<file path="src/rtl/plc_pkg.sv">
// ----------------------------------------------------------------------------
// plc_pkg : shared types and constants for the phone line call controller
// Line states, tone and modem command codes, event codes and the
// command/status bundles between the sequencer and the datapath.
// ----------------------------------------------------------------------------
`default_nettype none

package plc_pkg;

   // field widths fixed by the transaction format
   localparam int CNT_W   = 5;
   localparam int TIMER_W = 16;
   localparam int DIGIT_W = 4;
   localparam int TONE_W  = 3;
   localparam int CMD_W   = 2;
   localparam int CSR_IDX_W  = 2;
   localparam int CSR_DATA_W = 16;

   // register reset values
   localparam logic [TIMER_W-1:0] INTER_DIGIT_RESET = 16'd4000;
   localparam logic [TIMER_W-1:0] HANGUP_HOLD_RESET = 16'd500;
   localparam logic [CNT_W-1:0]   MIN_DIGITS_RESET  = 5'd3;

   // register indexes on the csr port
   localparam logic [CSR_IDX_W-1:0] CSR_INTER_DIGIT = 2'd0;
   localparam logic [CSR_IDX_W-1:0] CSR_HANGUP_HOLD = 2'd1;
   localparam logic [CSR_IDX_W-1:0] CSR_MIN_DIGITS  = 2'd2;

   // pound key from the dtmf detector
   localparam logic [DIGIT_W-1:0] POUND_CODE = 4'd12;

   // tone codes
   localparam logic [TONE_W-1:0] T_NONE       = 3'd0;
   localparam logic [TONE_W-1:0] T_DIAL       = 3'd1;
   localparam logic [TONE_W-1:0] T_RINGBACK   = 3'd2;
   localparam logic [TONE_W-1:0] T_BUSY       = 3'd3;
   localparam logic [TONE_W-1:0] T_CONGESTION = 3'd4;

   // modem command codes
   localparam logic [CMD_W-1:0] C_NONE   = 2'd0;
   localparam logic [CMD_W-1:0] C_ANSWER = 2'd1;
   localparam logic [CMD_W-1:0] C_HANGUP = 2'd2;
   localparam logic [CMD_W-1:0] C_DIAL   = 2'd3;

   // modem event codes, the last one carries no meaning
   localparam logic [1:0] ME_RING      = 2'd0;
   localparam logic [1:0] ME_ENDED     = 2'd1;
   localparam logic [1:0] ME_CONNECTED = 2'd2;
   localparam logic [1:0] ME_RESERVED  = 2'd3;

   typedef enum logic [1:0] {
      K_TICK  = 2'd0,
      K_HOOK  = 2'd1,
      K_DIGIT = 2'd2,
      K_MODEM = 2'd3
   } kind_type;

   typedef enum logic [2:0] {
      LS_IDLE     = 3'd0,
      LS_RINGING  = 3'd1,
      LS_INCALL   = 3'd2,
      LS_DIALTONE = 3'd3,
      LS_DIALING  = 3'd4,
      LS_OUTCALL  = 3'd5,
      LS_HANGUP   = 3'd6
   } line_state_type;

   typedef enum logic [1:0] {
      CS_WAIT,
      CS_EVAL,
      CS_DIAL_RD,
      CS_DIAL_OUT
   } ctrl_state_type;

   // sequencer to datapath
   typedef struct packed {
      logic capture;
      logic apply;
      logic emit_single;
      logic emit_digit;
   } ctrl_cmd_type;

   // datapath to sequencer
   typedef struct packed {
      logic out_free;
      logic dial_go;
      logic dial_last;
   } dp_status_type;

endpackage

`default_nettype wire

</file>
<file path="src/rtl/plc_ctrl.sv">
// ----------------------------------------------------------------------------
// plc_ctrl : transaction sequencer
// Takes one input transaction, has the datapath evaluate it once and then
// walks the stored digits one result at a time when a dial goes out.
// ----------------------------------------------------------------------------
`default_nettype none

module plc_ctrl (
   input  wire logic                   clock,
   input  wire logic                   reset,
   input  wire logic                   req_valid,
   output logic                        req_stall,
   input  plc_pkg::dp_status_type      status,
   output plc_pkg::ctrl_cmd_type       cmd
);
   import plc_pkg::*;

   ctrl_state_type state_ff;
   ctrl_state_type state_in;

   // state register
   always_ff @(posedge clock) begin
      if (reset) begin
         state_ff <= CS_WAIT;
      end else begin
         state_ff <= state_in;
      end
   end

   // next state and commands
   always_comb begin
      state_in        = state_ff;
      cmd.capture     = 1'b0;
      cmd.apply       = 1'b0;
      cmd.emit_single = 1'b0;
      cmd.emit_digit  = 1'b0;
      unique case (state_ff)
         CS_WAIT: begin
            cmd.capture = req_valid;
            if (req_valid) begin
               state_in = CS_EVAL;
            end
         end
         CS_EVAL: begin
            if (status.out_free) begin
               cmd.apply = 1'b1;
               if (status.dial_go) begin
                  state_in = CS_DIAL_RD;
               end else begin
                  cmd.emit_single = 1'b1;
                  state_in        = CS_WAIT;
               end
            end
         end
         CS_DIAL_RD: begin
            state_in = CS_DIAL_OUT;
         end
         CS_DIAL_OUT: begin
            if (status.out_free) begin
               cmd.emit_digit = 1'b1;
               state_in = status.dial_last ? CS_WAIT : CS_DIAL_RD;
            end
         end
         default: begin
            state_in = CS_WAIT;
         end
      endcase
   end

   assign req_stall = (state_ff != CS_WAIT);

endmodule

`default_nettype wire

</file>
<file path="src/rtl/plc_datapath.sv">
// ----------------------------------------------------------------------------
// plc_datapath : line state, timers, digit store and result register
// Holds the architectural state of the line, evaluates one captured
// transaction per apply command and drives the result register.
// ----------------------------------------------------------------------------
`default_nettype none

module plc_datapath #(
   parameter int DIGIT_STORE_DEPTH = 32
) (
   input  wire logic                          clock,
   input  wire logic                          reset,
   input  plc_pkg::ctrl_cmd_type              cmd,
   output plc_pkg::dp_status_type             status,
   input  wire logic [1:0]                    req_kind,
   input  wire logic                          req_hook_level,
   input  wire logic [plc_pkg::DIGIT_W-1:0]   req_digit_code,
   input  wire logic [1:0]                    req_modem_event,
   input  wire logic                          csr_valid,
   input  wire logic                          csr_ready,
   input  wire logic [plc_pkg::CSR_IDX_W-1:0] csr_index,
   input  wire logic [plc_pkg::CSR_DATA_W-1:0] csr_data,
   output logic                               rsp_valid,
   input  wire logic                          rsp_stall,
   output logic                               rsp_ring_active,
   output logic [plc_pkg::TONE_W-1:0]         rsp_tone_select,
   output logic [plc_pkg::CMD_W-1:0]          rsp_modem_command,
   output logic [plc_pkg::DIGIT_W-1:0]        rsp_dial_digit,
   output logic [2:0]                         rsp_line_state,
   output logic                               rsp_last
);
   import plc_pkg::*;

   localparam int AW = $clog2(DIGIT_STORE_DEPTH);
   localparam int DIAL_CAP = (DIGIT_STORE_DEPTH - 1 < 31) ? DIGIT_STORE_DEPTH - 1 : 31;

   // configuration registers
   logic [TIMER_W-1:0] inter_digit_ff;
   logic [TIMER_W-1:0] hangup_hold_ff;
   logic [CNT_W-1:0]   min_digits_ff;

   // captured transaction
   kind_type           item_kind_ff;
   logic               item_hook_ff;
   logic [DIGIT_W-1:0] item_digit_ff;
   logic [1:0]         item_event_ff;

   // line state
   line_state_type     line_state_ff, line_state_in;
   logic               prev_hook_ff, prev_hook_in;
   logic               ring_ff, ring_in;
   logic [TONE_W-1:0]  tone_ff, tone_in;
   logic [CNT_W-1:0]   count_ff, count_in;
   logic [TIMER_W-1:0] since_ff, since_in;
   logic [TIMER_W-1:0] held_ff, held_in;

   // digit store and dial walk
   logic [DIGIT_W-1:0] store_mem [DIGIT_STORE_DEPTH];
   logic [DIGIT_W-1:0] rd_data_ff;
   logic [CNT_W-1:0]   dial_idx_ff;
   logic               wr_en;
   logic [CNT_W-1:0]   wr_pos;

   // result register
   logic               rsp_valid_ff;
   logic               rsp_ring_ff;
   logic [TONE_W-1:0]  rsp_tone_ff;
   logic [CMD_W-1:0]   rsp_cmd_ff;
   logic [DIGIT_W-1:0] rsp_digit_ff;
   line_state_type     rsp_state_ff;
   logic               rsp_last_ff;

   logic [TIMER_W-1:0] since_sat;
   logic [TIMER_W-1:0] held_sat;
   logic [CMD_W-1:0]   cmd_code;
   logic               do_dial;
   logic               dial_short;

   // configuration writes
   always_ff @(posedge clock) begin
      if (reset) begin
         inter_digit_ff <= INTER_DIGIT_RESET;
         hangup_hold_ff <= HANGUP_HOLD_RESET;
         min_digits_ff  <= MIN_DIGITS_RESET;
      end else if (csr_valid && csr_ready) begin
         if (csr_index == CSR_INTER_DIGIT) begin
            inter_digit_ff <= csr_data;
         end
         if (csr_index == CSR_HANGUP_HOLD) begin
            hangup_hold_ff <= csr_data;
         end
         if (csr_index == CSR_MIN_DIGITS) begin
            min_digits_ff <= csr_data[CNT_W-1:0];
         end
      end
   end

   // transaction capture
   always_ff @(posedge clock) begin
      if (cmd.capture) begin
         item_kind_ff  <= kind_type'(req_kind);
         item_hook_ff  <= req_hook_level;
         item_digit_ff <= req_digit_code;
         item_event_ff <= req_modem_event;
      end
   end

   // saturating millisecond timers
   assign since_sat = (since_ff == '1) ? since_ff : since_ff + 1'b1;
   assign held_sat  = (held_ff == '1) ? held_ff : held_ff + 1'b1;

   // event evaluation
   always_comb begin
      line_state_in = line_state_ff;
      prev_hook_in  = prev_hook_ff;
      ring_in       = ring_ff;
      tone_in       = tone_ff;
      count_in      = count_ff;
      since_in      = since_ff;
      held_in       = held_ff;
      cmd_code      = C_NONE;
      do_dial       = 1'b0;
      wr_en         = 1'b0;
      wr_pos        = '0;
      unique case (item_kind_ff)
         K_TICK: begin
            if (line_state_ff == LS_DIALING) begin
               since_in = since_sat;
               if (since_sat >= inter_digit_ff) begin
                  do_dial = 1'b1;
               end
            end else if (line_state_ff == LS_HANGUP) begin
               held_in = held_sat;
               if (held_sat >= hangup_hold_ff) begin
                  tone_in       = T_NONE;
                  line_state_in = LS_IDLE;
                  held_in       = '0;
               end
            end else begin
               held_in = '0;
            end
         end
         K_HOOK: begin
            if (item_hook_ff != prev_hook_ff) begin
               prev_hook_in = item_hook_ff;
               if (item_hook_ff) begin
                  // off hook
                  if (line_state_ff == LS_IDLE) begin
                     tone_in       = T_DIAL;
                     count_in      = '0;
                     line_state_in = LS_DIALTONE;
                  end else if (line_state_ff == LS_RINGING) begin
                     ring_in       = 1'b0;
                     cmd_code      = C_ANSWER;
                     tone_in       = T_NONE;
                     line_state_in = LS_INCALL;
                  end
               end else begin
                  // on hook
                  if (line_state_ff == LS_INCALL || line_state_ff == LS_OUTCALL) begin
                     cmd_code      = C_HANGUP;
                     tone_in       = T_NONE;
                     line_state_in = LS_HANGUP;
                  end else if (line_state_ff == LS_DIALTONE ||
                               line_state_ff == LS_DIALING) begin
                     cmd_code      = C_HANGUP;
                     tone_in       = T_NONE;
                     line_state_in = LS_IDLE;
                  end else if (line_state_ff == LS_HANGUP) begin
                     tone_in       = T_NONE;
                     line_state_in = LS_IDLE;
                  end
               end
            end
         end
         K_DIGIT: begin
            if (line_state_ff == LS_DIALTONE) begin
               tone_in       = T_NONE;
               wr_en         = 1'b1;
               wr_pos        = '0;
               count_in      = CNT_W'(1);
               since_in      = '0;
               line_state_in = LS_DIALING;
            end else if (line_state_ff == LS_DIALING) begin
               if (item_digit_ff == POUND_CODE) begin
                  do_dial = 1'b1;
               end else if (count_ff < CNT_W'(DIAL_CAP)) begin
                  wr_en    = 1'b1;
                  wr_pos   = count_ff;
                  count_in = count_ff + 1'b1;
                  since_in = '0;
               end
            end
         end
         K_MODEM: begin
            unique case (item_event_ff)
               ME_RING: begin
                  if (line_state_ff == LS_IDLE) begin
                     ring_in       = 1'b1;
                     line_state_in = LS_RINGING;
                  end
               end
               ME_ENDED: begin
                  if (line_state_ff == LS_RINGING) begin
                     ring_in       = 1'b0;
                     line_state_in = LS_IDLE;
                  end else if (line_state_ff == LS_INCALL ||
                               line_state_ff == LS_OUTCALL) begin
                     tone_in       = T_BUSY;
                     line_state_in = LS_HANGUP;
                  end else if (line_state_ff == LS_DIALING) begin
                     tone_in       = T_CONGESTION;
                     line_state_in = LS_HANGUP;
                  end else begin
                     line_state_in = LS_IDLE;
                  end
               end
               ME_CONNECTED: begin
                  if (line_state_ff == LS_OUTCALL) begin
                     tone_in = T_NONE;
                  end
               end
               default: begin
               end
            endcase
         end
         default: begin
         end
      endcase

      // dial outcome
      dial_short = (count_ff == '0) || (count_ff < min_digits_ff);
      if (do_dial) begin
         if (dial_short) begin
            tone_in       = T_CONGESTION;
            line_state_in = LS_HANGUP;
         end else begin
            tone_in       = T_RINGBACK;
            line_state_in = LS_OUTCALL;
         end
      end

      // hold timer restarts on every entry into hangup
      if (line_state_in == LS_HANGUP && line_state_ff != LS_HANGUP) begin
         held_in = '0;
      end
   end

   // line state registers
   always_ff @(posedge clock) begin
      if (reset) begin
         line_state_ff <= LS_IDLE;
         prev_hook_ff  <= 1'b0;
         ring_ff       <= 1'b0;
         tone_ff       <= T_NONE;
         count_ff      <= '0;
         since_ff      <= '0;
         held_ff       <= '0;
      end else if (cmd.apply) begin
         line_state_ff <= line_state_in;
         prev_hook_ff  <= prev_hook_in;
         ring_ff       <= ring_in;
         tone_ff       <= tone_in;
         count_ff      <= count_in;
         since_ff      <= since_in;
         held_ff       <= held_in;
      end
   end

   // digit store, registered read at the walk index
   always_ff @(posedge clock) begin
      if (cmd.apply && wr_en) begin
         store_mem[AW'(wr_pos)] <= item_digit_ff;
      end
      rd_data_ff <= store_mem[AW'(dial_idx_ff)];
   end

   // dial walk index
   always_ff @(posedge clock) begin
      if (cmd.apply) begin
         dial_idx_ff <= '0;
      end else if (cmd.emit_digit) begin
         dial_idx_ff <= dial_idx_ff + 1'b1;
      end
   end

   // result register
   always_ff @(posedge clock) begin
      if (reset) begin
         rsp_valid_ff <= 1'b0;
      end else if (cmd.emit_single || cmd.emit_digit) begin
         rsp_valid_ff <= 1'b1;
      end else if (!rsp_stall) begin
         rsp_valid_ff <= 1'b0;
      end
   end

   always_ff @(posedge clock) begin
      if (cmd.emit_single) begin
         rsp_ring_ff  <= ring_in;
         rsp_tone_ff  <= tone_in;
         rsp_cmd_ff   <= cmd_code;
         rsp_digit_ff <= '0;
         rsp_state_ff <= line_state_in;
         rsp_last_ff  <= 1'b1;
      end else if (cmd.emit_digit) begin
         rsp_ring_ff  <= ring_ff;
         rsp_tone_ff  <= tone_ff;
         rsp_cmd_ff   <= C_DIAL;
         rsp_digit_ff <= rd_data_ff;
         rsp_state_ff <= line_state_ff;
         rsp_last_ff  <= status.dial_last;
      end
   end

   // status back to the sequencer
   assign status.out_free  = !rsp_valid_ff || !rsp_stall;
   assign status.dial_go   = do_dial && !dial_short;
   assign status.dial_last = ((dial_idx_ff + 1'b1) == count_ff);

   assign rsp_valid         = rsp_valid_ff;
   assign rsp_ring_active   = rsp_ring_ff;
   assign rsp_tone_select   = rsp_tone_ff;
   assign rsp_modem_command = rsp_cmd_ff;
   assign rsp_dial_digit    = rsp_digit_ff;
   assign rsp_line_state    = rsp_state_ff;
   assign rsp_last          = rsp_last_ff;

endmodule

`default_nettype wire

</file>
<file path="src/rtl/phone_line_call_control_fsm.sv">
// Call controller for one analog phone line. Each request transaction is a
// millisecond tick, a hook sample, a DTMF digit or a modem event; each one
// gives a single response (last set), except a dial, triggered by the pound
// key or the inter-digit timeout with enough stored digits, which gives one
// response per stored digit with last on the final one. A request is
// captured and then evaluated, and the next one is not accepted until it
// is done; a dial then walks the digit store through its registered read,
// one digit per read and emit pair. A stalled response register holds
// the sequencer until it drains. Configuration is taken at any time on the
// csr port and must only change while no transaction is in flight.
// ----------------------------------------------------------------------------
// phone_line_call_control_fsm : top level
// Joins the transaction sequencer and the line datapath.
// ----------------------------------------------------------------------------
`default_nettype none

module phone_line_call_control_fsm #(
   parameter int DIGIT_STORE_DEPTH = 32
) (
   input  wire logic                           clock,
   input  wire logic                           reset,
   input  wire logic                           req_valid,
   output logic                                req_stall,
   input  wire logic [1:0]                     req_kind,
   input  wire logic                           req_hook_level,
   input  wire logic [plc_pkg::DIGIT_W-1:0]    req_digit_code,
   input  wire logic [1:0]                     req_modem_event,
   output logic                                rsp_valid,
   input  wire logic                           rsp_stall,
   output logic                                rsp_ring_active,
   output logic [plc_pkg::TONE_W-1:0]          rsp_tone_select,
   output logic [plc_pkg::CMD_W-1:0]           rsp_modem_command,
   output logic [plc_pkg::DIGIT_W-1:0]         rsp_dial_digit,
   output logic [2:0]                          rsp_line_state,
   output logic                                rsp_last,
   input  wire logic                           csr_valid,
   output logic                                csr_ready,
   input  wire logic [plc_pkg::CSR_IDX_W-1:0]  csr_index,
   input  wire logic [plc_pkg::CSR_DATA_W-1:0] csr_data
);
   import plc_pkg::*;

   ctrl_cmd_type  cmd;
   dp_status_type status;

   // registers accept a write every cycle
   assign csr_ready = 1'b1;

   // transaction sequencer
   plc_ctrl u_ctrl (
      .clock     (clock),
      .reset     (reset),
      .req_valid (req_valid),
      .req_stall (req_stall),
      .status    (status),
      .cmd       (cmd)
   );

   // line datapath
   plc_datapath #(
      .DIGIT_STORE_DEPTH (DIGIT_STORE_DEPTH)
   ) u_dp (
      .clock             (clock),
      .reset             (reset),
      .cmd               (cmd),
      .status            (status),
      .req_kind          (req_kind),
      .req_hook_level    (req_hook_level),
      .req_digit_code    (req_digit_code),
      .req_modem_event   (req_modem_event),
      .csr_valid         (csr_valid),
      .csr_ready         (csr_ready),
      .csr_index         (csr_index),
      .csr_data          (csr_data),
      .rsp_valid         (rsp_valid),
      .rsp_stall         (rsp_stall),
      .rsp_ring_active   (rsp_ring_active),
      .rsp_tone_select   (rsp_tone_select),
      .rsp_modem_command (rsp_modem_command),
      .rsp_dial_digit    (rsp_dial_digit),
      .rsp_line_state    (rsp_line_state),
      .rsp_last          (rsp_last)
   );

endmodule

`default_nettype wire

</file>
<file path="config.mk">
export PLATFORM = sky130hd
export DESIGN_NAME = phone_line_call_control_fsm
export DESIGN_NICKNAME = d
export VERILOG_FILES = /design/src/rtl/plc_pkg.sv /design/src/rtl/plc_ctrl.sv /design/src/rtl/plc_datapath.sv /design/src/rtl/phone_line_call_control_fsm.sv
export SDC_FILE = /design/constraint.sdc
export NUM_CORES = 1
export LEC_CHECK = 0
export ABC_AREA = 1
export ABC_CLOCK_PERIOD_IN_PS = 9100
export BUFFER_PORTS_ARGS = -buffer_cell sky130_fd_sc_hd__buf_2
export CAP_MARGIN = 5
export CORE_ASPECT_RATIO = 1.5
export CORE_MARGIN = 2
export CORE_UTILIZATION = 35
export CTS_CLUSTER_DIAMETER = 120
export DETAILED_ROUTE_END_ITERATION = 7
export GPL_TIMING_DRIVEN = 0
export SLEW_MARGIN = 15
export SYNTH_ARGS = -nofsm -noshare
export SYNTH_HDL_FRONTEND = slang
export SYNTH_SLANG_ARGS = --single-unit
export TNS_END_PERCENT = 10
</file>
<file path="constraint.sdc">
create_clock -name clock -period 9.1 [get_ports clock]
set_input_delay 0 -clock clock [delete_from_list [all_inputs] [get_ports clock]]
set_output_delay 0 -clock clock [all_outputs]
set_load 0.02 [all_outputs]
</file>
==> impl_metrics.toml, run 1 <==
[status]
status = "complete, no violations"

[logic_synthesis]
synth_ff_type = "edfxtp_1"
synth_top_area_share = 0.3710
synthArstFlopShare = 0
ys_types = 46
ys_seq_elements = 245
yosysMostFrequentCell = "nand2_1"
ys_top_cells_by_area = "edfxtp_1 (37%), dfxtp_1 (17%), nand2_1 (7.6%)"
seq_area_frac_synth = 0.5388
yosys_warnings = 0
synth_edf_count = 146
ys_top_cells_by_count = "nand2_1 (238), nor2_1 (200), edfxtp_1 (146), inv_1 (134), o21ai_0 (115)"
yosysTopAreaCell = "edfxtp_1"
syn_area_um2 = 11820
syn_inst = 1341
avgSynthCellArea_um2 = 8.812

[power_and_ir_drop]
seqPwrFrac = 0.493
power_frac_comb = 0.071
internal-power_uw = 1899
vdd.ir_drop.worst_mv = 0.1374
pwr_density_cell_nw_per_um2 = 178.5
p_clk_frac = 0.436
p_switching_uw = 568.6
netSwitchingFraction = 0.2304
p_leak_uw = 0.005300

[critical_path]
worstPathCellList = "ha_1, nand2_1, nor2_1, nand4_1, nor2_1, nand2_1, inv_1, nor2_1, nand2_1, nor2_1, xor2_1, ha_1, a21oi_1, o21a_1, nand2_1, nand2_1, nand2_1, nand3_1, nand2_1, inv_1, nor2_1, nor2_1, clkbuf_1, o21ai_0"
crit_type = "reg -> reg"
crit_fanout = 10
crit_top_cell = "nand2_1"
critPathLaunchType = "register"
slowest_stage = "clkbuf_1"
required_ns = 9.32
max_stage_delay_ns = 0.58
endpoint_kind = "register"
arrival_ns = 4.74

[timing]
worstMarginPinSlew_ns = 0.8862
slew_headroom = 0.4070
fin_hold_ws_ns = 0.004745
hold_viol = 0
rsz0062_at_grt = "false"
setup_tns_ns = 0
finalCritPeriodShare = 0.4966
drv_slew = 0
fmaxAchievable_ghz = 0.2213
setup_violations = 0
skew_ns = 0.01267
fin_crit_ns = 4.519

[final_layout]
n_antenna_cell = 0
final_cell_area_um2 = 13820
drive_above_1_share = 0.07959
utilization = 0.4146
final_cells = 1890
syn_to_final_growth_pct = 16.98
final_net_count = 1528

[drt]
wl_um = 33180
ant_nets = 0
vias_per_cell = 5.141
dr.pass1.iters = 5
drc = 0
vias = 9716
drt_iter0_markers = 657
post_drt_wl_per_cell_um = 17.55

[die]
pin_count = 49
die-area_um2 = 35280
initial_utilization = 0.3544
die_w_um = 154.0
core_area_um2 = 33340
row_count = 82
die_h_um = 229.0

[clock_network]
htree_levels = 1
clk_latency_ns = 0.53
holdBufCountCts = 31
cts_buffers = 25
cts_tree = "done"
ctsResizeCount = 0
root_buffer = "clkbuf_16"
clock_path_buffers = 3
clk_pin_slew_ns = 0.06
clock-sinks = 245
post_cts_buffers = 0

[run]
cap_violations = 0

[global_route]
antenna_found_initial = 0
grt_first_pass_wirelength_um = 51490
grt_pass1_vias = 9561
grt_overflow = 0
grt_start_max_net_pins = 34
grt_usage = 0.1871

[place]
dp_hpwl_um = 24120
place_inst = 1811
place_congestion = 0.8941
dpl_cell_area_um2 = 12600
numPortBuffers = 46

[min_path]
hp-class = "in -> reg"
## final cells by class
type / count / area (um2)
clock buffer: 30 / 674.4
multi-input combinational: 906 / 4713
sequential: 245 / 6366
clock inverter: 15 / 182.7
timing repair buffer: 81 / 613.1
tap: 420 / 525.5
inverter: 142 / 533.0
fill: 3227 / 19520
buffer: 51 / 215.2
## power by group through the flow
stage / combinational [uW] / clock, uW / sequential, uW
floorplan: 101 / 0 / 1240
global placement: 153 / 0 / 1250
detailed placement: 157 / 0 / 1250
CTS: 167 / 1100 / 1220
global route: 198 / 1140 / 1220
finish: 176 / 1080 / 1220
## sequential cells by signal (all words and copies together) (netlist names), 2 cells and up
name	cells
u_dp.store_mem	128
u_dp.hangup_hold_ff	16
u_dp.held_ff	16
u_dp.inter_digit_ff	16
u_dp.since_ff	16
u_dp.count_ff	5
u_dp.dial_idx_ff	5
u_dp.min_digits_ff	5
u_dp.item_digit_ff	4
u_dp.rd_data_ff	4
u_dp.rsp_dial_digit	4
u_dp.line_state_ff	3
u_dp.rsp_line_state	3
u_dp.rsp_tone_select	3
u_dp.tone_ff	3
u_ctrl.state_ff	2
u_dp.item_event_ff	2
u_dp.item_kind_ff	2
u_dp.rsp_modem_command	2
## final timing paths
kind                                                          start                                   to  slack, ns  depth (start not counted)
worst max-delay path                  u_dp.since_ff[0]$_SDFFE_PP0P_    u_dp.rsp_tone_select[0]$_DFFE_PP_       4.58                         24
worst min-delay path                                          reset        u_dp.since_ff[2]$_SDFFE_PP0P_      0.005                          2
worst max register to register        u_dp.since_ff[0]$_SDFFE_PP0P_    u_dp.rsp_tone_select[0]$_DFFE_PP_       4.58                         24
worst min register to register  u_dp.inter_digit_ff[3]$_SDFFE_PP0P_  u_dp.inter_digit_ff[3]$_SDFFE_PP0P_       0.46                          2
## per-stage QoR
| step | setup slack [ns] | power [uW] |
|---|---|---|
| after floorplan | 5.771 | 1342 |
| after global placement | 4.614 | 1400 |
| after detailed placement | 4.585 | 1403 |
| after CTS | 4.542 | 2486 |
| after global routing | 4.044 | 2557 |
| final | 4.581 | 2468 |
## per-layer routing
layer,track usage,routed length (um),share of wire,vias up
li1,-,-,-,4816
met1,0.2022,12550,0.38,4565
met2,0.3571,17760,0.54,257
met3,0.02119,1350,0.041,78
met4,0.09141,1521,0.046,0
met5,0,0,0,-
## cell families (layout without fill, tap and decap cells)
logic type	after synthesis	count (layout)	synth area share
compound gates	296	296	0.1455
buf+inv	193	319	0.06332
xor+xnor	25	25	0.01853
fa+ha+maj	44	44	0.04659
simple gates	536	536	0.1867
other cells	2	5	0.0006356
flops	245	245	0.5388
## placed cells by master, fill, tap and decap left out, types with 13 or more instances in the layout
cell / n
nand2_1: 238
nor2_1: 200
edfxtp_1: 146
inv_1: 134
o21ai_0: 115
dfxtp_1: 99
a21oi_1: 91
nand3_1: 51
buf_2: 50
clkbuf_1: 45
ha_1: 44
dlygate4sd3_1: 31
clkbuf_16: 25
o221ai_1: 24
nor3_1: 20
o211ai_1: 18
xor2_1: 15
o22ai_1: 13
## critical path: cells and delay by family, from the launching register on
family | cells | cell delay [ns]
AND/OR/NAND/NOR | 15 | 1.82
flip-flops | 1 | 0.36
AO/OA/AOI/OAI | 3 | 0.54
XOR/XNOR | 1 | 0.24
adder cells (fa/ha/maj) | 2 | 0.49
buffers and inverters | 3 | 0.76
No activity file was read; power rests on OpenSTA's default activity.
==> inputs of run 2 (changes only) <==
--- a/config.mk
+++ b/config.mk
@@ -5,8 +5,8 @@
 export SDC_FILE = /design/constraint.sdc
 export NUM_CORES = 1
 export LEC_CHECK = 0
-export ABC_AREA = 1
-export ABC_CLOCK_PERIOD_IN_PS = 9100
+export ABC_AREA = 0
+export ABC_CLOCK_PERIOD_IN_PS = 4550
 export BUFFER_PORTS_ARGS = -buffer_cell sky130_fd_sc_hd__buf_2
 export CAP_MARGIN = 5
 export CORE_ASPECT_RATIO = 1.5
==> constraint.sdc (replaced) <==
create_clock -name clock -period 4.55 [get_ports clock]
set_input_delay 0 -clock clock [delete_from_list [all_inputs] [get_ports clock]]
set_output_delay 0 -clock clock [all_outputs]
set_load 0.02 [all_outputs]
==> run 2 against run 1 <==
Against the previous run:
- sequential share of layout area decreased by 0.17 points
- final cell count decreased by 14%
- clock power increased by 88%
- critical path type unchanged
- highest routed layer unchanged
- maximum frequency increased by 5.1%
- utilization about the same
- worst setup slack got worse by 4.3 ns
- combinational power increased by 45%
- critical path depth decreased by 8
- synthesized cell count decreased by 19%
- synthesized area increased by 0.92%
- flip-flop and latch count unchanged
==> impl_metrics.toml, run 2 <==
[min_path]
hp-class = "in -> reg"
min-delay-start = "csr_valid"

[logic_synthesis]
avgSynthCellArea_um2 = 11.03
yosysTopAreaCell = "edfxtp_1"
synth_edf_count = 146
ys_top_cells_by_count = "edfxtp_1 (146), nand2_1 (112), dfxtp_1 (99), nor2_1 (94), a21oi_1 (70)"
yosys_warnings = 0
ys_top_cells_by_area = "edfxtp_1 (37%), dfxtp_1 (17%), mux4_2 (7.6%)"
synth_top_area_share = 0.3676
syn_inst = 1081
ys_seq_elements = 245
syn_area_um2 = 11930
synth_ff_type = "edfxtp_1"
synthArstFlopShare = 0
yosysMostFrequentCell = "edfxtp_1"
seq_area_frac_synth = 0.5338
ys_types = 84

[critical_path]
cp-startpoint = "u_dp.since_ff[4]$_SDFFE_PP0P_"
arrival_ns = 4.57
endpoint_kind = "register"
crit_type = "reg -> reg"
r2r_start = "u_dp.since_ff[4]$_SDFFE_PP0P_"
critPathLaunchType = "register"
crit_fanout = 10
required_ns = 4.82

[drt]
vias = 8714
wl_um = 30720
ant_nets = 0
dr.pass1.iters = 5
drt_iter0_markers = 531
post_drt_wl_per_cell_um = 18.85
vias_per_cell = 5.346
drc = 0

[final_layout]
utilization = 0.4148
largest-register = "u_dp.store_mem"
syn_to_final_growth_pct = 16.34
layout_common_cells = "edfxtp_1 (146), nand2_1 (111), dfxtp_1 (99)"
n_antenna_cell = 0
layout_commonest_cell = "edfxtp_1"
seqCellArea_um2 = 6366
largest_reg_flops = 128
multi_input_area_um2 = 5144
final_cells = 1630
fillCellCount = 3210
final_net_count = 1267
drive_above_1_share = 0.1488

[die]
initial_utilization = 0.3565
die_h_um = 230.1
row_count = 82
die-area_um2 = 35600
die_w_um = 154.7
pin_count = 49
core_area_um2 = 33450

[clock_network]
clk_latency_ns = 0.55
htree_levels = 1
cts_tree = "done"
clock-sinks = 245
cts_buffers = 25
root_buffer = "clkbuf_16"
clock_path_buffers = 3
clk_pin_slew_ns = 0.07

[place]
numPortBuffers = 47
place_congestion = 0.8813
place_inst = 1551
dp_hpwl_um = 22260

[timing]
slew_headroom = 0.2511
skew_ns = 0.02852
hold_viol = 0
fin_hold_ws_ns = 0.04182
worstMarginPinSlew_ns = 1.123
fin_crit_ns = 4.300
fmaxAchievable_ghz = 0.2326
rsz0062_at_grt = "false"
setup_violations = 0
drv_slew = 0
finalCritPeriodShare = 0.9450
setup_tns_ns = 0

[global_route]
antenna_found_initial = 0
grt_usage = 0.1707
grt_pass1_vias = 8699
grt_first_pass_wirelength_um = 47520
grt_start_max_net_pins = 34
grt_overflow = 0

[power_and_ir_drop]
pwr_density_cell_nw_per_um2 = 338.9
vdd.ir_drop.worst_mv = 0.2218
p_leak_uw = 0.004908
finalPower_uw = 4702

[run]
cap_violations = 0

[status]
status = "complete, no violations"
[run 2: changes by cell type after synthesis, sizes merged, moves of 14 or more]
cell and delta:
nand2 -126, a211o +14, a21oi -22, o21ai -66, inv -83, and3 +14, o211ai -15, buf +16
mux4 +40, o221ai -22, nand2b +19, nor2 -107
[run 2: layer usage]
layer | vias up | track usage | routed length [um]
li1 | 4193 | - | -
met1 | 4221 | 0.1786 | 11260
met2 | 224 | 0.3319 | 16880
met3 | 76 | 0.01941 | 1121
met4 | 0 | 0.08507 | 1459
met5 | - | 0 | 0
[run 2: report_power, final]
group          internal, uW  total, uW  switching [uW]
Combinational          92.0        256             164
Clock                  1150       2030             878
Sequential             2380       2410            29.6
Total                  3630       4700            1070
[run 2: timing repair]
| action | 4_1_cts | 5_1_grt |
|---|---|---|
| pin swaps | 0 | 3 |
| gates resized for setup | 1 | 9 |
| cloned | 0 | 0 |
| hold buffers | 30 | 0 |
| setup endpoints to repair | 14 | 28 |
| hold endpoints to repair | 71 | 0 |
| buffers inserted | 0 | 2 |
[run 2: path summary, 6_finish.rpt]
check	end	slack, ns	cells after the start
min	u_dp.hangup_hold_ff[2]$_SDFFE_PP1P_	0.04	4
max reg2reg	u_dp.rsp_modem_command[0]$_SDFFCE_PN1P_	0.25	16
max	u_dp.rsp_modem_command[0]$_SDFFCE_PN1P_	0.25	16
min reg2reg	u_dp.hangup_hold_ff[10]$_SDFFE_PP0P_	0.45	2
[run 2: cells by family after synthesis]
kind of cell,count (synthesis),synth area share
simple gates,386,0.1607
flops,245,0.5338
compound gates,211,0.1122
buf+inv,113,0.03945
mux,52,0.08645
fa+ha+maj,44,0.04617
xor+xnor,28,0.02056
other cells,2,0.0006298
[run 2: per-stage QoR]
step	area, um2	worst slack (ns)
2_1_floorplan	11940	0.9874
3_3_place_gp	12700	-0.1583
3_5_place_dp	12700	-0.1580
4_1_cts	13800	0.06151
5_1_grt	13870	0.03535
6_report	13870	0.2504
[run 2: critical path: stages, from the launching register on]
cell and delay [ns]:
dfxtp_1 0.43, and4_4 0.27, and3_1 0.17, buf_6 0.13, nand4_4 0.15, and2b_1 0.21, buf_4 0.16, and2_4 0.18
xor2_1 0.15, ha_1 0.35, a21oi_1 0.16, nand3_1 0.10, nand2_1 0.09, nand4_1 0.41, a21oi_2 0.53, clkbuf_2 0.37
o21ai_0 0.17
[run 2: cell type report]
| type | instances | share of cell area |
|---|---|---|
| clock inverters | 13 | 0.009740 |
| plain buffers | 56 | 0.01858 |
| clock buffers | 33 | 0.04798 |
| well taps | 420 | 0.03788 |
| multi-input cells | 726 | 0.3708 |
| repair buffers | 80 | 0.04076 |
| flip-flops and latches | 245 | 0.4589 |
| inverters | 57 | 0.01542 |
==> inputs of run 3 (changes only) <==
--- a/config.mk
+++ b/config.mk
@@ -6,7 +6,7 @@
 export NUM_CORES = 1
 export LEC_CHECK = 0
 export ABC_AREA = 0
-export ABC_CLOCK_PERIOD_IN_PS = 4550
+export ABC_CLOCK_PERIOD_IN_PS = 5600
 export BUFFER_PORTS_ARGS = -buffer_cell sky130_fd_sc_hd__buf_2
 export CAP_MARGIN = 5
 export CORE_ASPECT_RATIO = 1.5
==> constraint.sdc (replaced) <==
create_clock -name clock -period 5.6 [get_ports clock]
set_input_delay 0 -clock clock [delete_from_list [all_inputs] [get_ports clock]]
set_output_delay 0 -clock clock [all_outputs]
set_load 0.02 [all_outputs]
==> run 3 against run 2 <==
Against the previous run:
- clock-buffer cell count unchanged
- clock skew down 0.0022 ns
- non-clock buffer count down 2
- flip-flop and latch count unchanged
- die area unchanged
- sequential share of layout area up 0.20 points
- final cell count down 0.12%
- global-route usage about the same
- worst hold slack worse by 0.0042 ns
- highest routed layer unchanged
==> impl_metrics.toml, run 3 (synthesis results as in run 2) <==
[status]
status = "complete, no violations"

[drt]
vias = 8678
wl_um = 30570
vias_per_cell = 5.330
drt_iter0_markers = 635
drc = 0
dr.pass1.iters = 5
post_drt_wl_per_cell_um = 18.78
ant_nets = 0

[clock_network]
cts_tree = "done"
clock-sinks = 245
clk_latency_ns = 0.55
clock_path_buffers = 3
htree_levels = 1
cts_buffers = 25
clk_pin_slew_ns = 0.07
root_buffer = "clkbuf_16"

[timing]
worst_slack_ns = 0.7765
drv_slew = 0
setup_violations = 0
skew_ns = 0.02635
finalCritPeriodShare = 0.8613
hold_viol = 0
setup_tns_ns = 0
fmaxAchievable_ghz = 0.2073
fin_crit_ns = 4.823
slew_headroom = 0.2637
worstMarginPinSlew_ns = 1.104
rsz0062_at_grt = "false"

[critical_path]
regToRegSetupSlack_ns = 0.78
required_ns = 6.01
arrival_ns = 5.23
crit_fanout = 7
worstPathCellList = "ha_1, nand3_1, nor3_1, a31oi_1, nand2_1, nor2_1, xor2_1, ha_1, a21oi_1, nor3_1, nor4_1, nand3_1, o21ai_1, nand4_1, o21ai_2, o2bb2ai_1"
endpoint_kind = "register"
critPathLaunchType = "register"
crit_type = "reg -> reg"
max_stage_delay_ns = 0.87
slowest_stage = "nor4_1"

[place]
numPortBuffers = 47
place_congestion = 0.8813
place_ws_ns = 0.8920
dp_hpwl_um = 22260

[power_and_ir_drop]
pwr_density_cell_nw_per_um2 = 276.5
netSwitchingFraction = 0.2280
finalPower_uw = 3820
power_frac_comb = 0.054
vdd.ir_drop.worst_mv = 0.1803
p_clk_frac = 0.433
p_switching_uw = 871.1
p_leak_uw = 0.004889
seqPwrFrac = 0.513
internal-power_uw = 2949

[global_route]
antenna_found_initial = 0
grt_start_max_net_pins = 34
grt_usage = 0.1706
grt_pass1_vias = 8675
grt_overflow = 0
grt_first_pass_wirelength_um = 47490

[final_layout]
layout_common_cells = "edfxtp_1 (146), nand2_1 (112), dfxtp_1 (99)"
drive_above_1_share = 0.1416
layout_commonest_cell = "edfxtp_1"
syn_to_final_growth_pct = 15.83
fillCellCount = 3218
largest_reg_flops = 128
utilization = 0.4130
final_net_count = 1265
n_antenna_cell = 0
largest-register = "u_dp.store_mem"

[run]
cap_violations = 0

[die]
initial_utilization = 0.3565
die_h_um = 230.1
pin_count = 49
row_count = 82
core_area_um2 = 33450
die_w_um = 154.7
die-area_um2 = 35600

[min_path]
hp-class = "in -> reg"
run 3: path summary, 6_finish.rpt:
check / startpoint / end / depth (start not counted)
max reg2reg: u_dp.held_ff[0]$_SDFFE_PP0P_ / u_dp.held_ff[5]$_SDFFE_PP0P_ / 16
max: u_dp.held_ff[0]$_SDFFE_PP0P_ / u_dp.held_ff[5]$_SDFFE_PP0P_ / 16
min: csr_valid / u_dp.hangup_hold_ff[2]$_SDFFE_PP1P_ / 4
min reg2reg: u_dp.hangup_hold_ff[10]$_SDFFE_PP0P_ / u_dp.hangup_hold_ff[10]$_SDFFE_PP0P_ / 2
run 3: worst max-delay path, delay by kind of cell (launching register included):
family	cells	cell delay [ns]
adder cells (fa/ha/maj)	2	0.66
AO/OA/AOI/OAI	5	1.10
AND/OR/NAND/NOR	8	2.27
XOR/XNOR	1	0.17
flip-flops	1	0.48
run 3: power by group through the flow:
stage / registers, uW / logic [uW] / clock network [uW]
2_1_floorplan: 2000 / 112 / 0
3_3_place_gp: 2000 / 183 / 0
3_5_place_dp: 2000 / 185 / 0
4_1_cts: 1960 / 202 / 1690
5_1_grt: 1960 / 226 / 1760
6_report: 1960 / 206 / 1650
run 3: routing by layer:
| metal | up-vias | track usage | routed length (um) |
|---|---|---|---|
| met5 | - | 0 | 0 |
| met4 | 0 | 0.08304 | 1423 |
| met3 | 72 | 0.01904 | 1189 |
| met2 | 225 | 0.3323 | 16760 |
| met1 | 4186 | 0.1790 | 11190 |
| li1 | 4195 | - | - |
run 3: area by class of cell:
| type | instances | area (um2) | area share |
|---|---|---|---|
| clock inverter | 13 | 135.1 | 0.009783 |
| inverter | 57 | 214.0 | 0.01549 |
| sequential | 245 | 6366 | 0.4609 |
| clock buffer | 33 | 665.6 | 0.04819 |
| timing repair buffer | 78 | 550.5 | 0.03986 |
| tap | 420 | 525.5 | 0.03804 |
| buffer | 56 | 256.5 | 0.01857 |
| multi-input combinational | 726 | 5100 | 0.3692 |
run 3: repair_timing:
item | 4_1_cts | 5_1_grt
hold endpoints to repair | 71 | 0
setup buffers | 0 | 0
gates resized for setup | 0 | 0
hold buffers | 30 | 0
run 3: through the flow:
step / instance area, um2 / hold slack (ns) / std cells
2_1_floorplan: 11940 / 0.09887 / 1084
3_3_place_gp: 12700 / 0.1763 / 1551
3_5_place_dp: 12700 / 0.1783 / 1551
4_1_cts: 13800 / 0.01637 / 1627
5_1_grt: 13810 / 0.06051 / 1628
6_report: 13810 / 0.03761 / 1628
